[config.mk]
export PLATFORM = sky130hd
export DESIGN_NAME = csp_front
export DESIGN_NICKNAME = d
export VERILOG_FILES = /design/src/cylinder_surface_point_macros.svh /design/src/csp_pkg.sv /design/src/csp_front.sv
export SDC_FILE = /design/constraint.sdc
export NUM_CORES = 1
export LEC_CHECK = 0
export BUFFER_PORTS_ARGS = -buffer_cell sky130_fd_sc_hd__buf_2
export CORE_UTILIZATION = 30
export CTS_CLUSTER_SIZE = 8
export DETAILED_ROUTE_END_ITERATION = 7
export MAX_ROUTING_LAYER = met4
export SLEW_MARGIN = 20
export SYNTH_ARGS = -nofsm -noshare
export SYNTH_HDL_FRONTEND = slang
export SYNTH_SLANG_ARGS = --single-unit
[constraint.sdc]
create_clock -name clock -period 2.1 [get_ports clock]
set_input_delay 0.315 -clock clock [delete_from_list [all_inputs] [get_ports clock]]
set_output_delay 0.315 -clock clock [all_outputs]
set_load 0.005 [all_outputs]
[src/cylinder_surface_point_macros.svh]
// Assertion helpers for the cylinder surface point block.
`ifndef CYLINDER_SURFACE_POINT_MACROS_SVH
`define CYLINDER_SURFACE_POINT_MACROS_SVH

// Same-cycle implication, checked outside reset.
`define CSP_ASSERT_NOW(lbl, ante, cons, msg) \
   lbl: assert property (@(posedge clock) disable iff (reset) (ante) |-> (cons)) else $error(msg);

// Next-cycle implication, checked outside reset.
`define CSP_ASSERT_NEXT(lbl, ante, cons, msg) \
   lbl: assert property (@(posedge clock) disable iff (reset) (ante) |=> (cons)) else $error(msg);

`endif

[src/csp_pkg.sv]
`timescale 1ns / 1ps
package csp_pkg;

   localparam int CSP_CORDIC_STAGES = 16;
   localparam int CSP_ATAN_ENTRIES  = 24;
   localparam int CSP_FIFO_DEPTH    = 4;
   localparam int CSP_XW            = 34;

   localparam logic signed [CSP_XW-1:0] CSP_CORDIC_K = 34'sd652032875;

   // Arctangent table, phase units of 2^32 per turn
   localparam logic signed [CSP_XW-1:0] CSP_ATAN [0:CSP_ATAN_ENTRIES-1] = '{
      34'sd536870912, 34'sd316933405, 34'sd167458907, 34'sd85004756,
      34'sd42667331,  34'sd21354465,  34'sd10679838,  34'sd5340245,
      34'sd2670163,   34'sd1335087,   34'sd667544,    34'sd333772,
      34'sd166886,    34'sd83443,     34'sd41721,     34'sd20861,
      34'sd10430,     34'sd5215,      34'sd2608,      34'sd1304,
      34'sd652,       34'sd326,       34'sd163,       34'sd81
   };

   typedef enum logic [2:0] {
      CSR_CENTER_X     = 3'd0,
      CSR_CENTER_Y     = 3'd1,
      CSR_CENTER_Z     = 3'd2,
      CSR_RADIUS       = 3'd3,
      CSR_AXIAL_LENGTH = 3'd4,
      CSR_ROT_COS      = 3'd5,
      CSR_ROT_SIN      = 3'd6,
      CSR_AXIS_MODE    = 3'd7
   } csr_index_type;

   typedef struct packed {
      logic        [15:0] angle_turns;
      logic signed [15:0] axial_position;
   } req_type;

   typedef struct packed {
      logic signed [31:0] pos_x;
      logic signed [31:0] pos_y;
      logic signed [31:0] pos_z;
   } rsp_type;

   typedef struct packed {
      logic signed [31:0] center_x;
      logic signed [31:0] center_y;
      logic signed [31:0] center_z;
      logic        [30:0] radius;
      logic        [30:0] axial_length;
      logic signed [15:0] rot_cos;
      logic signed [15:0] rot_sin;
      logic               axis_mode;
   } cfg_type;

   // Classified request: reduced phase, half-turn flag, axial parameter
   typedef struct packed {
      logic signed [31:0] phase;
      logic               flip;
      logic signed [15:0] axial;
   } item_type;

   // Clamp to the signed 32-bit range
   function automatic logic signed [31:0] csp_sat(input logic signed [38:0] v);
      logic signed [31:0] r;
      if (v > 39'sd2147483647)
         r = 32'sh7FFFFFFF;
      else if (v < -39'sd2147483648)
         r = 32'sh80000000;
      else
         r = v[31:0];
      return r;
   endfunction

endpackage

[src/csp_front.sv]
`timescale 1ns / 1ps
module csp_front
   import csp_pkg::*;
(
   input  logic     clock,
   input  logic     reset,
   input  logic     req_valid,
   output logic     req_stall,
   input  req_type  req_payload,
   output logic     push,
   output item_type push_item,
   input  logic     queue_full
);

   logic     valid_ff, valid_in;
   item_type item_ff, item_in;
   logic [1:0]  quad;
   logic [31:0] phase_raw;

   // Classify: quadrants two and three turn by half a turn
   always_comb begin
      quad            = req_payload.angle_turns[15:14];
      phase_raw       = {req_payload.angle_turns, 16'h0000};
      item_in.flip    = (quad == 2'd1) || (quad == 2'd2);
      item_in.phase   = item_in.flip ? $signed(phase_raw - 32'h80000000)
                                     : $signed(phase_raw);
      item_in.axial   = req_payload.axial_position;
   end

   assign req_stall = valid_ff && queue_full;
   assign push      = valid_ff && !queue_full;
   assign push_item = item_ff;
   assign valid_in  = req_stall ? valid_ff : req_valid;

   // Hold while the queue is full
   always_ff @(posedge clock) begin
      if (reset) begin
         valid_ff <= 1'b0;
      end else begin
         valid_ff <= valid_in;
      end
   end

   always_ff @(posedge clock) begin
      if (req_valid && !req_stall) begin
         item_ff <= item_in;
      end
   end

endmodule

==> results.cfg <==
[logic_synthesis]
synth.area.top_cells = edfxtp_1 84%, buf_4 10%, dfxtp_1 1.7%
avgSynthCellArea_um2 = 20.4
seq_area_frac_synth_pct = 85.5
synth_top_area_share_pct = 83.8
ys_ff_latch = 34
synth_cell_types = 11
netlist_area_um2 = 1180
yosys_warnings = 0
synth_top_area_cell = edfxtp_1
postSynthCellCount = 58

[cts]
clock_sinks = 34
root_buffer = clkbuf_8
cts_made_buffers = 5
cts.repair.resized = 0
clk_pin_slew_ns = 0.07
cts_setup_buffers = 0
insertion_delay_ns = 0.28
cts.path.max_buffers = 2
cts_tree = yes
cts_max_level = 2
holdBufCountCts = 0

[drt]
ant_nets = 0
wire_per_inst_um = 11.1
vias = 682
routed_wirelength_um = 2030
vias_per_cell = 3.73
drc_errors = 0
drt_iter0_drc = 16
dr.pass1.iters = 4

[layout]
drive_gt1_share_pct = 60.0
nNetsFinal = 170
fin_util_pct = 44.8
area.growth.synth_to_final_pct = 40.8
fillers = 358
area.sequential_um2 = 1010
multi_input_area_um2 = 104
diodes = 0

[grt]
grt_overflow = 0
antenna_found_initial = 0
grt_max_degree = 34
first_global_vias = 671
track_usage_pct = 10.6
grt_pass1_wl_um = 2990

[sta]
fin_crit_ns = 1.27
max_freq_mhz = 784
finalCritPeriodShare_pct = 60.7
tns_ns = 0
hold_viol_final = 0
rsz0062_at_grt = false
skew_ns = 0.00608
slew_violations = 0
setup_violations = 0

[status]
outcome = finished clean

[pwr]
p_seq_share_pct = 50.3
switching_power_uw = 280
p_clk_share_pct = 43.2
swShare_pct = 17.6
powerDensity_nw_per_um2 = 957
ir_worst_vdd_v = 0.000395
internal_power_mw = 1.31
total_power_mw = 1.59
p_comb_share_pct = 6.5
p_leak_nw = 0.749

[floorplan]
coreArea_um2 = 3720
initial_utilization_pct = 31.8
die_w_um = 64.8
row_count = 22
die_h_um = 64.8
pin_count = 87
dieArea_um2 = 4200

[critical_path]
required_ns = 2.03
cp-start-kind = register
crit_fanout = 33
worst_setup_path_end_kind = register
setup.worst_path.class = reg2reg
arrival_ns = 1.21

[place]
place_congestion = 0.679
place_hpwl_um = 1600
io_buffers = 70

[min_path]
hold_path_class = in2reg

[job]
drv_cap = 0
per-stage QoR:
stage               instance area (um2)  hold WS (ns)  setup WS [ns]  std cells
floorplan                          1240         0.387          0.346         73
global placement                   1530         0.474          0.727        175
detailed placement                 1530         0.475          0.696        175
CTS                                1670         0.166          0.816        183
global route                       1670         0.179          0.750        183
finish                             1670         0.182          0.825        183
registers in the layout, summed over array words and instances (netlist names):
| name | cells |
|---|---|
| push_item | 33 |
| valid_ff | 1 |
final timing paths:
kind,startpoint,end,slack (ns),depth (start not counted)
worst max-delay path,valid_ff$_SDFFE_PP0N_,push_item[44]$_DFFE_PP_,0.83,3
worst min-delay path,reset,valid_ff$_SDFFE_PP0N_,0.18,2
worst max register to register,valid_ff$_SDFFE_PP0N_,push_item[44]$_DFFE_PP_,0.83,3
worst min register to register,valid_ff$_SDFFE_PP0N_,valid_ff$_SDFFE_PP0N_,0.51,2
routing by layer:
metal	track usage, %	share of wire [%]	vias to the layer above
li1	-	-	326
met5	-	0	-
met1	9.30	33	315
met2	18.0	56	34
met3	3.87	7.3	7
met4	8.33	3.7	0
power groups by stage:
stage	Clock, mW	Sequential (mW)	Combinational, mW
final	0.688	0.801	0.104
after global routing	0.740	0.804	0.117
after CTS	0.709	0.802	0.106
after detailed placement	0	0.817	0.106
after global placement	0	0.815	0.104
after floorplan	0	0.823	0.0457
Yosys cell counts (all sizes together):
cell type and n:
a21oi 1, and2 1, and2b 1, buf 16, clkbuf 1, conb 1, dfxtp 1, edfxtp 33
nor2 1, nor2b 1, xor2 1
cell families after synthesis:
group	count (synthesis)	share of synthesized area [%]
buf+inv	17	10.5
flops	34	85.5
simple gates	4	2.54
compound gates	1	0.423
xor+xnor	1	0.741
other cells	1	0.317
critical path: stages (launching register included):
cell	delay, ns
dfxtp_1	0.32
and2_4	0.14
nor2b_2	0.09
buf_4	0.37
cells in the final DEF (no fill, tap or decap):
| cell type | synthesis | routed |
|---|---|---|
| xor2_1 | 1 | 1 |
| edfxtp_1 | 33 | 33 |
| conb_1 | 1 | 16 |
| clkbuf_8 | 0 | 5 |
| and2_4 | 1 | 1 |
| nor2_1 | 1 | 1 |
| dfxtp_1 | 1 | 1 |
| bufinv_16 | 0 | 2 |
| a21oi_1 | 1 | 1 |
| clkinv_1 | 0 | 1 |
| buf_2 | 0 | 70 |
| and2b_2 | 1 | 1 |
| nor2b_2 | 1 | 1 |
| buf_4 | 16 | 1 |
cell type report:
class	instances	share of cell area (%)
flip-flops and latches	34	60.7
repair buffers	71	21.5
multi-input cells	22	6.24
clock buffers	5	4.13
clock inverters	3	3.83
well taps	48	3.61
Note: power is estimated with default switching activity, not from simulation.
