$ cat src/cylinder_surface_point_macros.svh
// Assertion helpers for the cylinder surface point block.
`ifndef CYLINDER_SURFACE_POINT_MACROS_SVH
`define CYLINDER_SURFACE_POINT_MACROS_SVH

// Same-cycle implication, checked outside reset.
`define CSP_ASSERT_NOW(lbl, ante, cons, msg) \
   lbl: assert property (@(posedge clock) disable iff (reset) (ante) |-> (cons)) else $error(msg);

// Next-cycle implication, checked outside reset.
`define CSP_ASSERT_NEXT(lbl, ante, cons, msg) \
   lbl: assert property (@(posedge clock) disable iff (reset) (ante) |=> (cons)) else $error(msg);

`endif

$ cat src/csp_pkg.sv
`timescale 1ns / 1ps
package csp_pkg;

   localparam int CSP_CORDIC_STAGES = 16;
   localparam int CSP_ATAN_ENTRIES  = 24;
   localparam int CSP_FIFO_DEPTH    = 4;
   localparam int CSP_XW            = 34;

   localparam logic signed [CSP_XW-1:0] CSP_CORDIC_K = 34'sd652032875;

   // Arctangent table, phase units of 2^32 per turn
   localparam logic signed [CSP_XW-1:0] CSP_ATAN [0:CSP_ATAN_ENTRIES-1] = '{
      34'sd536870912, 34'sd316933405, 34'sd167458907, 34'sd85004756,
      34'sd42667331,  34'sd21354465,  34'sd10679838,  34'sd5340245,
      34'sd2670163,   34'sd1335087,   34'sd667544,    34'sd333772,
      34'sd166886,    34'sd83443,     34'sd41721,     34'sd20861,
      34'sd10430,     34'sd5215,      34'sd2608,      34'sd1304,
      34'sd652,       34'sd326,       34'sd163,       34'sd81
   };

   typedef enum logic [2:0] {
      CSR_CENTER_X     = 3'd0,
      CSR_CENTER_Y     = 3'd1,
      CSR_CENTER_Z     = 3'd2,
      CSR_RADIUS       = 3'd3,
      CSR_AXIAL_LENGTH = 3'd4,
      CSR_ROT_COS      = 3'd5,
      CSR_ROT_SIN      = 3'd6,
      CSR_AXIS_MODE    = 3'd7
   } csr_index_type;

   typedef struct packed {
      logic        [15:0] angle_turns;
      logic signed [15:0] axial_position;
   } req_type;

   typedef struct packed {
      logic signed [31:0] pos_x;
      logic signed [31:0] pos_y;
      logic signed [31:0] pos_z;
   } rsp_type;

   typedef struct packed {
      logic signed [31:0] center_x;
      logic signed [31:0] center_y;
      logic signed [31:0] center_z;
      logic        [30:0] radius;
      logic        [30:0] axial_length;
      logic signed [15:0] rot_cos;
      logic signed [15:0] rot_sin;
      logic               axis_mode;
   } cfg_type;

   // Classified request: reduced phase, half-turn flag, axial parameter
   typedef struct packed {
      logic signed [31:0] phase;
      logic               flip;
      logic signed [15:0] axial;
   } item_type;

   // Clamp to the signed 32-bit range
   function automatic logic signed [31:0] csp_sat(input logic signed [38:0] v);
      logic signed [31:0] r;
      if (v > 39'sd2147483647)
         r = 32'sh7FFFFFFF;
      else if (v < -39'sd2147483648)
         r = 32'sh80000000;
      else
         r = v[31:0];
      return r;
   endfunction

endpackage

$ cat src/csp_queue.sv
`timescale 1ns / 1ps
module csp_queue
   import csp_pkg::*;
(
   input  logic     clock,
   input  logic     reset,
   input  logic     push,
   input  item_type push_item,
   input  logic     pop,
   output logic     full,
   output logic     not_empty,
   output item_type head_item
);

   localparam int PW = $clog2(CSP_FIFO_DEPTH);
   localparam int CW = $clog2(CSP_FIFO_DEPTH + 1);

   item_type        mem [0:CSP_FIFO_DEPTH-1];
   logic [PW-1:0]   wr_ptr_ff, rd_ptr_ff;
   logic [CW-1:0]   cnt_ff, cnt_in;

   assign full      = (cnt_ff == CW'(CSP_FIFO_DEPTH));
   assign not_empty = (cnt_ff != '0);
   assign head_item = mem[rd_ptr_ff];

   always_comb begin
      cnt_in = cnt_ff;
      if (push && !pop)
         cnt_in = cnt_ff + 1'b1;
      else if (pop && !push)
         cnt_in = cnt_ff - 1'b1;
   end

   // Advance pointers and count
   always_ff @(posedge clock) begin
      if (reset) begin
         wr_ptr_ff <= '0;
         rd_ptr_ff <= '0;
         cnt_ff    <= '0;
      end else begin
         if (push)
            wr_ptr_ff <= wr_ptr_ff + 1'b1;
         if (pop)
            rd_ptr_ff <= rd_ptr_ff + 1'b1;
         cnt_ff <= cnt_in;
      end
   end

   always_ff @(posedge clock) begin
      if (push) begin
         mem[wr_ptr_ff] <= push_item;
      end
   end

`include "cylinder_surface_point_macros.svh"

   `CSP_ASSERT_NOW(a_no_push_full, push, !full, "push into full queue")
   `CSP_ASSERT_NOW(a_no_pop_empty, pop, not_empty, "pop from empty queue")
   `CSP_ASSERT_NEXT(a_count_up, push && !pop, cnt_ff == $past(cnt_ff) + 1'b1, "count lost a push")

endmodule

$ cat config.mk
export PLATFORM = sky130hd
export DESIGN_NAME = csp_queue
export DESIGN_NICKNAME = d
export VERILOG_FILES = /design/src/csp_pkg.sv /design/src/csp_queue.sv
export VERILOG_INCLUDE_DIRS = /design/src /design/src/src
export SDC_FILE = /design/constraint.sdc
export NUM_CORES = 1
export LEC_CHECK = 0
export ABC_AREA = 1
export BUFFER_PORTS_ARGS = -buffer_cell sky130_fd_sc_hd__buf_2
export CAP_MARGIN = 20
export CORE_UTILIZATION = 40
export CTS_CLUSTER_SIZE = 14
export DETAILED_ROUTE_END_ITERATION = 16
export PLACE_DENSITY = 0.61
export SKIP_LAST_GASP = 1
export SLEW_MARGIN = 25
export SYNTH_ARGS = -nofsm -noshare
export SYNTH_HDL_FRONTEND = slang
export SYNTH_SLANG_ARGS = --single-unit
$ cat constraint.sdc
create_clock -name clock -period 2.2 [get_ports clock]
set_clock_uncertainty 0.05 [all_clocks]
set_input_delay 0.22 -clock clock [delete_from_list [all_inputs] [get_ports clock]]
set_output_delay 0.22 -clock clock [all_outputs]
set_load 0.005 [all_outputs]
==> results by group, run 1 <==
CTS
  – CTS tree: yes
  – Root Driver: clkbuf_16
  – # H-tree levels: 1
  – Skew-Pair Late Insertion Delay: 0.48 ns
  – CTS clk-pin slew, worst paths: 0.06 ns
  – Sink Count: 205
  – Clock tree buffer depth: 3
  – TritonCTS buffer count: 21

Place
  – IO Port Bufs: 103
  – Pre-CTS WS: 0.528 ns
  – Placed cell count: 854
  – GPL Wtd Cong: 0.697
  – Area after DPL: 0.00855 mm^2
  – DP HPWL: 9410 um

Cells and area
  – N_diodes: 0
  – Fin area: 0.00982 mm^2
  – Nets: 754
  – Area grow syn2layout: 27.4%
  – Final non-filler cell total: 943
  – Area of the multi-input gates: 0.00138 mm^2
  – Commonest non-fill, non-tap cells in the layout: 196 x edfxtp_1, 105 x nor2_1, 103 x buf_2
  – Fillers: 1,572
  – Share of post-route cells with drive strength above 1: 0.226
  – Fin util: 0.523
  – Storage cell area: 0.00607 mm^2
  – Most common cell after layout, fill and taps aside: edfxtp_1

Drt
  – Number of iterations in the first detailed-routing pass: 4
  – Drc violations: 0
  – Via Count: 4,856
  – Routed WL: 16,500 um
  – Antenna-violating nets left: 0
  – WL/cell: 17.5 um
  – Post-DR vias/cell: 5.15
  – DRT iter0 DRCs: 239

Logic synthesis
  – Seq/Total Area, Yosys: 0.787
  – Adder-cell share of the synthesized area: 0.0107
  – Synthesized area: 0.00771 mm^2
  – Compound-gate portion of the synthesized area: 0.109
  – Mux cell area share after synthesis: 0
  – Post-synth EDFFs: 196
  – Top FF cell, synth: edfxtp_1
  – Synth Area in Simple Gates: 0.0581
  – Number of instances in the synthesized netlist: 533
  – Cell taking the most area after synthesis: edfxtp_1
  – Synth area leaders: edfxtp_1 76%, o21ai_0 6.4%, nor2_1 5.1%, o22ai_1 4.0%, dfxtp_1 2.3%
  – Top-area cell type share of the netlist area: 0.764
  – Syn_area_per_cell: 14.5 um^2
  – Register bit total from synthesis: 205
  – Synth async-reset ratio: 0
  – Main combinational cell family by area after synthesis: compound AO/OA/AOI/OAI gates
  – Post-synthesis net count: 592
  – Post-Synth XOR/XNOR Area: 0.00114
  – Netlist cell types: 22
  – YS warnings: 0

Global routing
  – First-pass GRT wire length: 25,700 um
  – Pin count of the biggest net entering global routing: 57
  – Initial antenna violation count: 0
  – Total Routing Usage GR: 0.167
  – Vias in the first global route: 4,892
  – GRT overflow: 0

Worst setup path
  – Crit-path leading delay family: buffers and inverters
  – CP arrival: 1.78 ns
  – Critical Path Fanout Max: 26
  – Crit Path Class: register to primary output
  – Worst setup SP type: register
  – Worst path cell trace: inv_2, buf_12, o21ai_0, o22ai_1, buf_2
  – Max incr delay on CP: 0.42 ns
  – WP buf/inv: 3
  – Critical Path RT: 1.93 ns
  – Worst setup EP type: primary output
  – Crit-path slowest cell: dfxtp_4

Timing
  – Unrepaired setup endpoints after global routing: no
  – WHS: 0.0216 ns
  – Final WS setup: 0.149 ns
  – Rel. slew slack: 0.676
  – Final period util: 0.932
  – Minimum clock period: 2.05 ns
  – Fin. max-slew vios: 0
  – FMAX: 0.487 GHz
  – Least-Margin Pin Slew: 0.486 ns
  – Hold Fails Final Rpt: 0
  – Setup_tns: 0 ns
  – Setup violation total in the final timing report: 0

Floorplanning
  – Starting density of the core: 0.411
  – Die X: 141 um
  – Core area: 0.0188 mm^2
  – Die area: 0.0198 mm^2
  – IO Pins: 104
  – Die height: 141 um
  – FP Rows: 50

Power and ir drop
  – Overall power: 9.08 mW
  – Pleak: 3.55 nW
  – Power Dens Cells: 925 mW/mm^2
  – Peak supply drop: 402 uV

Job
  – Maxcap violations: 0

Worst hold path
  – Worst hold path class: input pin to register

Run status
  – Outcome: finished clean
[cell type report]
cell class | instances | share of cell area
well taps | 234 | 0.0298
clock inverters | 12 | 0.0191
inverters | 17 | 0.00917
repair buffers | 170 | 0.128
clock buffers | 25 | 0.0550
multi-input cells | 280 | 0.140
flip-flops and latches | 205 | 0.618
[path summary, 6_finish.rpt]
path                startpoint             to  slack [ns]  cells after the start
setup / recovery      register  head_item[10]        0.15                      5
hold / removal             pop       register        0.02                      4
setup reg to reg  wr_ptr_ff[0]      mem[2][4]        0.62                      5
hold reg to reg   rd_ptr_ff[1]       register        0.39                      1
[routing by layer]
metal / wire length, um / track usage
met1: 7510 / 0.216
met5: 0 / 0
met4: 236 / 0.0458
met3: 782 / 0.0329
met2: 8020 / 0.287
[worst reg2reg max path, cell delays in order, from the launching register on]
cell,delay (ns)
dfxtp_1,0.33
inv_1,0.12
ha_1,0.16
nand2_1,0.06
inv_2,0.31
buf_12,0.24
[registers in the layout, indices dropped and copies added (netlist names), named ones only]
| register | cells |
|---|---|
| rd_ptr_ff | 2 |
| wr_ptr_ff | 2 |
| mem | 196 |
| cnt_ff | 3 |
[report_power, final]
group          switching (mW)  internal, mW  leakage, nW
registers              0.0573          4.45         1.88
logic                   0.482         0.349         1.31
clock network            1.40          2.34        0.360
total                    1.94          7.15         3.55
[synth_stat cells, types with 2 or more instances]
library cell  number
o21ai_1            5
o22ai_1           49
buf_4              2
ha_1               5
clkbuf_1           6
a21oi_1            3
o21ai_0           98
dfxtp_1            9
edfxtp_1         196
inv_1             15
clkbuf_2           4
buf_2             12
nor2_1           105
nand2_1           10
buf_6              7
[kinds of logic after synthesis]
group / Yosys count
DFF: 205
xor gates and xnor gates: 1
AOI/OAI and AO/OA: 155
and+or+nand+nor: 118
buffers and inverters: 48
adders and majority gates: 6
[what timing repair did]
action,in CTS,in global routing
hold buffers,50,0
endpoints found under the hold margin,197,0
endpoints found under the setup margin,0,21
setup buffers,0,2
resized for setup,0,5
Power figures use the tool's default switching activity.
==> run 2, diff against run 1 <==
- PLACE_DENSITY: 0.61 -> 0.68
==> run 2 against run 1 <==
Net effect: hold slack improved by 0.029 ns; global-route usage rose by 0.38 points; fmax fell by 1.6%; critical endpoint is now head_item[23]; largest cell class unchanged; largest power group unchanged; highest routed layer unchanged.
==> results by group, run 2 (synthesized netlist as in run 1, its figures left out) <==
Drt
  – Routed WL: 16,400 um
  – Via Count: 4,889
  – Post-DR vias/cell: 5.20
  – Antenna-violating nets left: 0
  – WL/cell: 17.5 um
  – DRT iter0 DRCs: 248
  – Number of iterations in the first detailed-routing pass: 4
  – Drc violations: 0

CTS
  – CTS clk-pin slew, worst paths: 0.06 ns
  – CTS tree: yes
  – TritonCTS buffer count: 22
  – Root Driver: clkbuf_16
  – Skew-Pair Late Insertion Delay: 0.50 ns
  – Sink Count: 205
  – # H-tree levels: 1
  – Clock tree buffer depth: 3

Place
  – Area after DPL: 0.00848 mm^2
  – GPL Wtd Cong: 0.705
  – IO Port Bufs: 103
  – DP HPWL: 9480 um

Timing
  – FMAX: 0.480 GHz
  – Final period util: 0.948
  – Fin. max-slew vios: 0
  – Least-Margin Pin Slew: 0.490 ns
  – Setup violation total in the final timing report: 0
  – Unrepaired setup endpoints after global routing: yes
  – WHS: 0.0508 ns
  – Minimum clock period: 2.08 ns
  – Hold Fails Final Rpt: 0
  – Rel. slew slack: 0.673

Power and ir drop
  – Pleak: 3.48 nW
  – Peak supply drop: 619 uV
  – Power Dens Cells: 889 mW/mm^2

Worst setup path
  – FF-to-FF Start: wr_ptr_ff[0]
  – Worst setup SP type: register
  – R2R Path End: mem[0][22]
  – R2R Setup Slk: 0.62 ns
  – Critical Path RT: 1.93 ns
  – Worst setup EP type: primary output
  – Worst reg-to-reg path cell count: 5
  – Crit Path Class: register to primary output
  – CP arrival: 1.81 ns
  – Critical Path Fanout Max: 98
  – Crit path capture: head_item[23]

Global routing
  – Vias in the first global route: 5,005
  – Pin count of the biggest net entering global routing: 99
  – Initial antenna violation count: 0
  – First-pass GRT wire length: 26,200 um
  – Total Routing Usage GR: 0.171
  – GRT overflow: 0

Cells and area
  – Largest register FFs: 196
  – Commonest non-fill, non-tap cells in the layout: 196 x edfxtp_1, 105 x nor2_1, 103 x buf_2
  – Nets: 753
  – Fin area: 0.00967 mm^2
  – N_diodes: 0
  – Most common cell after layout, fill and taps aside: edfxtp_1
  – Biggest regs: mem x196, cnt_ff x3
  – Reg with most FFs: mem
  – Area grow syn2layout: 25.4%
  – Share of post-route cells with drive strength above 1: 0.219

Floorplanning
  – Starting density of the core: 0.411
  – FP Rows: 50
  – Core area: 0.0188 mm^2
  – Die area: 0.0198 mm^2
  – Die height: 141 um
  – IO Pins: 104
  – Die X: 141 um

Worst hold path
  – Worst hold path class: input pin to register

Job
  – Maxcap violations: 0

Run status
  – Outcome: finished clean
-- run 2: cell types whose count changed in the layout (fill, tap and decap cells not counted), sizes merged --
cell,before,now
buf,120,118
clkinv,7,9
bufinv,5,0
clkbuf,25,28
-- run 2: cell type report --
class / instances / area [um^2]
multi-input cells: 280 / 1380
well taps: 234 / 293
clock inverters: 9 / 45.0
inverters: 17 / 76.3
flip-flops and latches: 205 / 6070
clock buffers: 28 / 594
fillers: 1579 / 9100
repair buffers: 168 / 1210
-- run 2: power by group --
part	switching [mW]	internal, mW	total (mW)
Combinational	0.473	0.333	0.806
Sequential	0.0646	4.46	4.52
Clock	1.37	1.90	3.27
Total	1.91	6.68	8.60
-- run 2: worst min-delay path by stage --
stage          cells after the start           end   from  slack [ns]
6_report                           3  wr_ptr_ff[1]   push        0.05
3_3_place_gp                       2     cnt_ff[0]  reset        0.34
2_1_floorplan                      1     cnt_ff[0]  reset        0.24
5_1_grt                            4      register    pop        0.05
4_1_cts                            3  wr_ptr_ff[0]   push        0.03
3_5_place_dp                       2     cnt_ff[0]  reset        0.35
-- run 2: worst max-delay path: stages (launching register included) --
cell and delay, ns:
dfxtp_4 0.43, inv_12 0.31, o21ai_0 0.13, o22ai_1 0.23, buf_2 0.18
-- run 2: per-layer routing --
layer	track usage	vias up	wire length (um)	part of all wire
met5	0	-	0	0
met4	0.0475	0	365	0.022
met3	0.0329	33	856	0.052
met2	0.303	140	8160	0.50
met1	0.213	2410	7060	0.43
li1	-	2306	-	-
-- run 2: repair_timing --
| item | CTS | global route |
|---|---|---|
| endpoints found under the hold margin | 197 | 0 |
| cloned | 0 | 0 |
| hold buffers | 50 | 0 |
| gates resized for setup | 5 | 5 |
| buffers inserted | 1 | 0 |
| pin swaps | 0 | 0 |
| endpoints found under the setup margin | 49 | 15 |
-- run 2: through the flow --
step            util  setup WS, ns  power [mW]  cells  setup TNS, ns
5_1_grt        0.515      -0.00576        8.91    941       -0.00576
6_report       0.515         0.115        8.60    941              0
3_5_place_dp   0.452         0.341        5.33    853              0
2_1_floorplan      -         0.200        4.98    533              0
4_1_cts        0.514     -0.000492        8.67    941      -0.000492
3_3_place_gp   0.452         0.395        5.29    853              0
==> run 3, diff against run 2 <==
- MAX_ROUTING_LAYER: default -> met4
- PLACE_DENSITY: 0.68 -> 0.7
- SETUP_SLACK_MARGIN: default -> 0.5
- clock period: 2.2 -> 1.9 ns (I/O delays scaled with it)
==> run 3 against run 2 <==
Net effect: the flow now finishes with violations (negative setup slack); first-iteration DRC count rose by 31%; combinational power increased by 84%; sequential power grew 16%; setup slack worse by 0.20 ns.
==> results by group, run 3 (synthesized netlist as in run 1, its figures left out) <==
Drt
  – Number of iterations in the first detailed-routing pass: 5
  – Antenna-violating nets left: 0
  – Post-DR vias/cell: 5.41
  – Drc violations: 0
  – Routed WL: 20,600 um
  – WL/cell: 21.0 um
  – Via Count: 5,320
  – DRT iter0 DRCs: 326

Floorplanning
  – Die X: 141 um
  – Die height: 141 um
  – Starting density of the core: 0.411
  – Core area: 0.0188 mm^2
  – IO Pins: 104
  – Die area: 0.0198 mm^2
  – FP Rows: 50

Cells and area
  – Biggest regs: mem x196, cnt_ff x3
  – Fillers: 1,389
  – Fin area: 0.0111 mm^2
  – Largest register FFs: 196
  – Commonest non-fill, non-tap cells in the layout: 196 x edfxtp_1, 103 x buf_2, 81 x nor2_1
  – Area grow syn2layout: 43.8%
  – Share of post-route cells with drive strength above 1: 0.372
  – Most common cell after layout, fill and taps aside: edfxtp_1
  – Final non-filler cell total: 983
  – Nets: 793
  – Reg with most FFs: mem

Worst setup path
  – Worst reg-to-reg path cell count: 5
  – Crit Path Class: register to primary output
  – Worst setup SP type: register
  – R2R Setup Slk: 0.46 ns
  – CP arrival: 1.75 ns
  – R2R Path End: mem[1][2]
  – Critical Path RT: 1.66 ns
  – Critical Path Fanout Max: 8
  – FF-to-FF Start: wr_ptr_ff[1]
  – Worst setup EP type: primary output

CTS
  – TritonCTS buffer count: 21
  – Root Driver: clkbuf_16
  – CTS tree: yes
  – # H-tree levels: 1
  – Skew-Pair Late Insertion Delay: 0.48 ns
  – Sink Count: 205
  – Clock tree buffer depth: 3
  – CTS clk-pin slew, worst paths: 0.06 ns

Timing
  – Fin. max-slew vios: 0
  – Final WS setup: -0.0859 ns
  – WHS: 0.0422 ns
  – Least-Margin Pin Slew: 0.249 ns
  – Unrepaired setup endpoints after global routing: yes
  – Setup_tns: -0.427 ns
  – Minimum clock period: 1.99 ns
  – Setup violation total in the final timing report: 21
  – Final period util: 1.05
  – Hold Fails Final Rpt: 0
  – Rel. slew slack: 0.832
  – FMAX: 0.504 GHz

Run status
  – Failing checks: negative setup slack
  – Outcome: complete, but fails checks

Place
  – IO Port Bufs: 103
  – Area after DPL: 0.00858 mm^2
  – Placed cell count: 853
  – DP HPWL: 9310 um
  – GPL Wtd Cong: 0.740

Worst hold path
  – Min-delay src: push
  – Worst hold path class: input pin to register
  – Hold path endpoint: wr_ptr_ff[1]
  – Hold Path Stages: 3

Global routing
  – Total Routing Usage GR: 0.200
  – Vias in the first global route: 5,325
  – GRT overflow: 0
  – Initial antenna violation count: 1
  – Pin count of the biggest net entering global routing: 36
  – First-pass GRT wire length: 29,300 um

Power and ir drop
  – Pleak: 3.99 nW
  – Power Dens Cells: 981 mW/mm^2
  – Peak supply drop: 530 uV

Job
  – Maxcap violations: 0
## run 3: worst max-delay path by stage
| stage | to | from | slack (ns) |
|---|---|---|---|
| after floorplan | mem[0][0] | wr_ptr_ff[0] | 0.16 |
| final | head_item[4] | register | -0.09 |
| after detailed placement | head_item[22] | register | 0.33 |
| after global routing | head_item[4] | register | -0.10 |
| after CTS | head_item[32] | register | -0.03 |
| after global placement | head_item[22] | register | 0.36 |
## run 3: layout make-up
type                       count  area, um^2  share of cell area
clock buffer                  28         572              0.0516
clock inverter                 9         128              0.0115
inverter                      17         100             0.00903
timing repair buffer         207        2110               0.190
multi-input combinational    280        1780               0.160
antenna                        1        2.50            0.000226
tap                          234         293              0.0264
timing repair inverter         2        20.0             0.00181
sequential                   205        6080               0.549
## run 3: where the power goes
group / total (mW) / switching [mW] / internal [mW] / leakage, nW
clock network: 4.14 / 1.62 / 2.52 / 0.336
registers: 5.24 / 0.0804 / 5.16 / 1.88
logic: 1.48 / 0.769 / 0.713 / 1.78
## run 3: layer usage
layer / global-route usage / part of all wire / up-vias / wire [um]
met2: 0.337 / 0.50 / 235 / 10200
met3: 0.0333 / 0.072 / 42 / 1490
li1: - / - / 2409 / -
met4: 0.0584 / 0.022 / 0 / 463
met5: - / 0 / - / 0
met1: 0.249 / 0.41 / 2634 / 8420
## run 3: worst max-delay path: stages, from the launching register on
cell and delay [ns]:
dfxtp_4 0.37, buf_12 0.15, buf_8 0.13, buf_16 0.14, buf_4 0.14, nor2_4 0.09
o22ai_2 0.08, buf_2 0.15
## run 3: through the flow
stage / total power, mW / setup WS, ns / utilization
3_3_place_gp: 6.15 / 0.364 / 0.457
3_5_place_dp: 6.20 / 0.326 / 0.457
4_1_cts: 10.6 / -0.0279 / 0.555
5_1_grt: 11.2 / -0.103 / 0.590
6_report: 10.9 / -0.0859 / 0.590
2_1_floorplan: 5.77 / 0.160 / -
## run 3: repair_timing
item,4_1_cts,5_1_grt
cloned,14,12
pin swaps,19,39
endpoints found under the hold margin,200,0
resized for setup,74,100
hold buffers,51,0
endpoints found under the setup margin,185,111
setup buffers,9,6
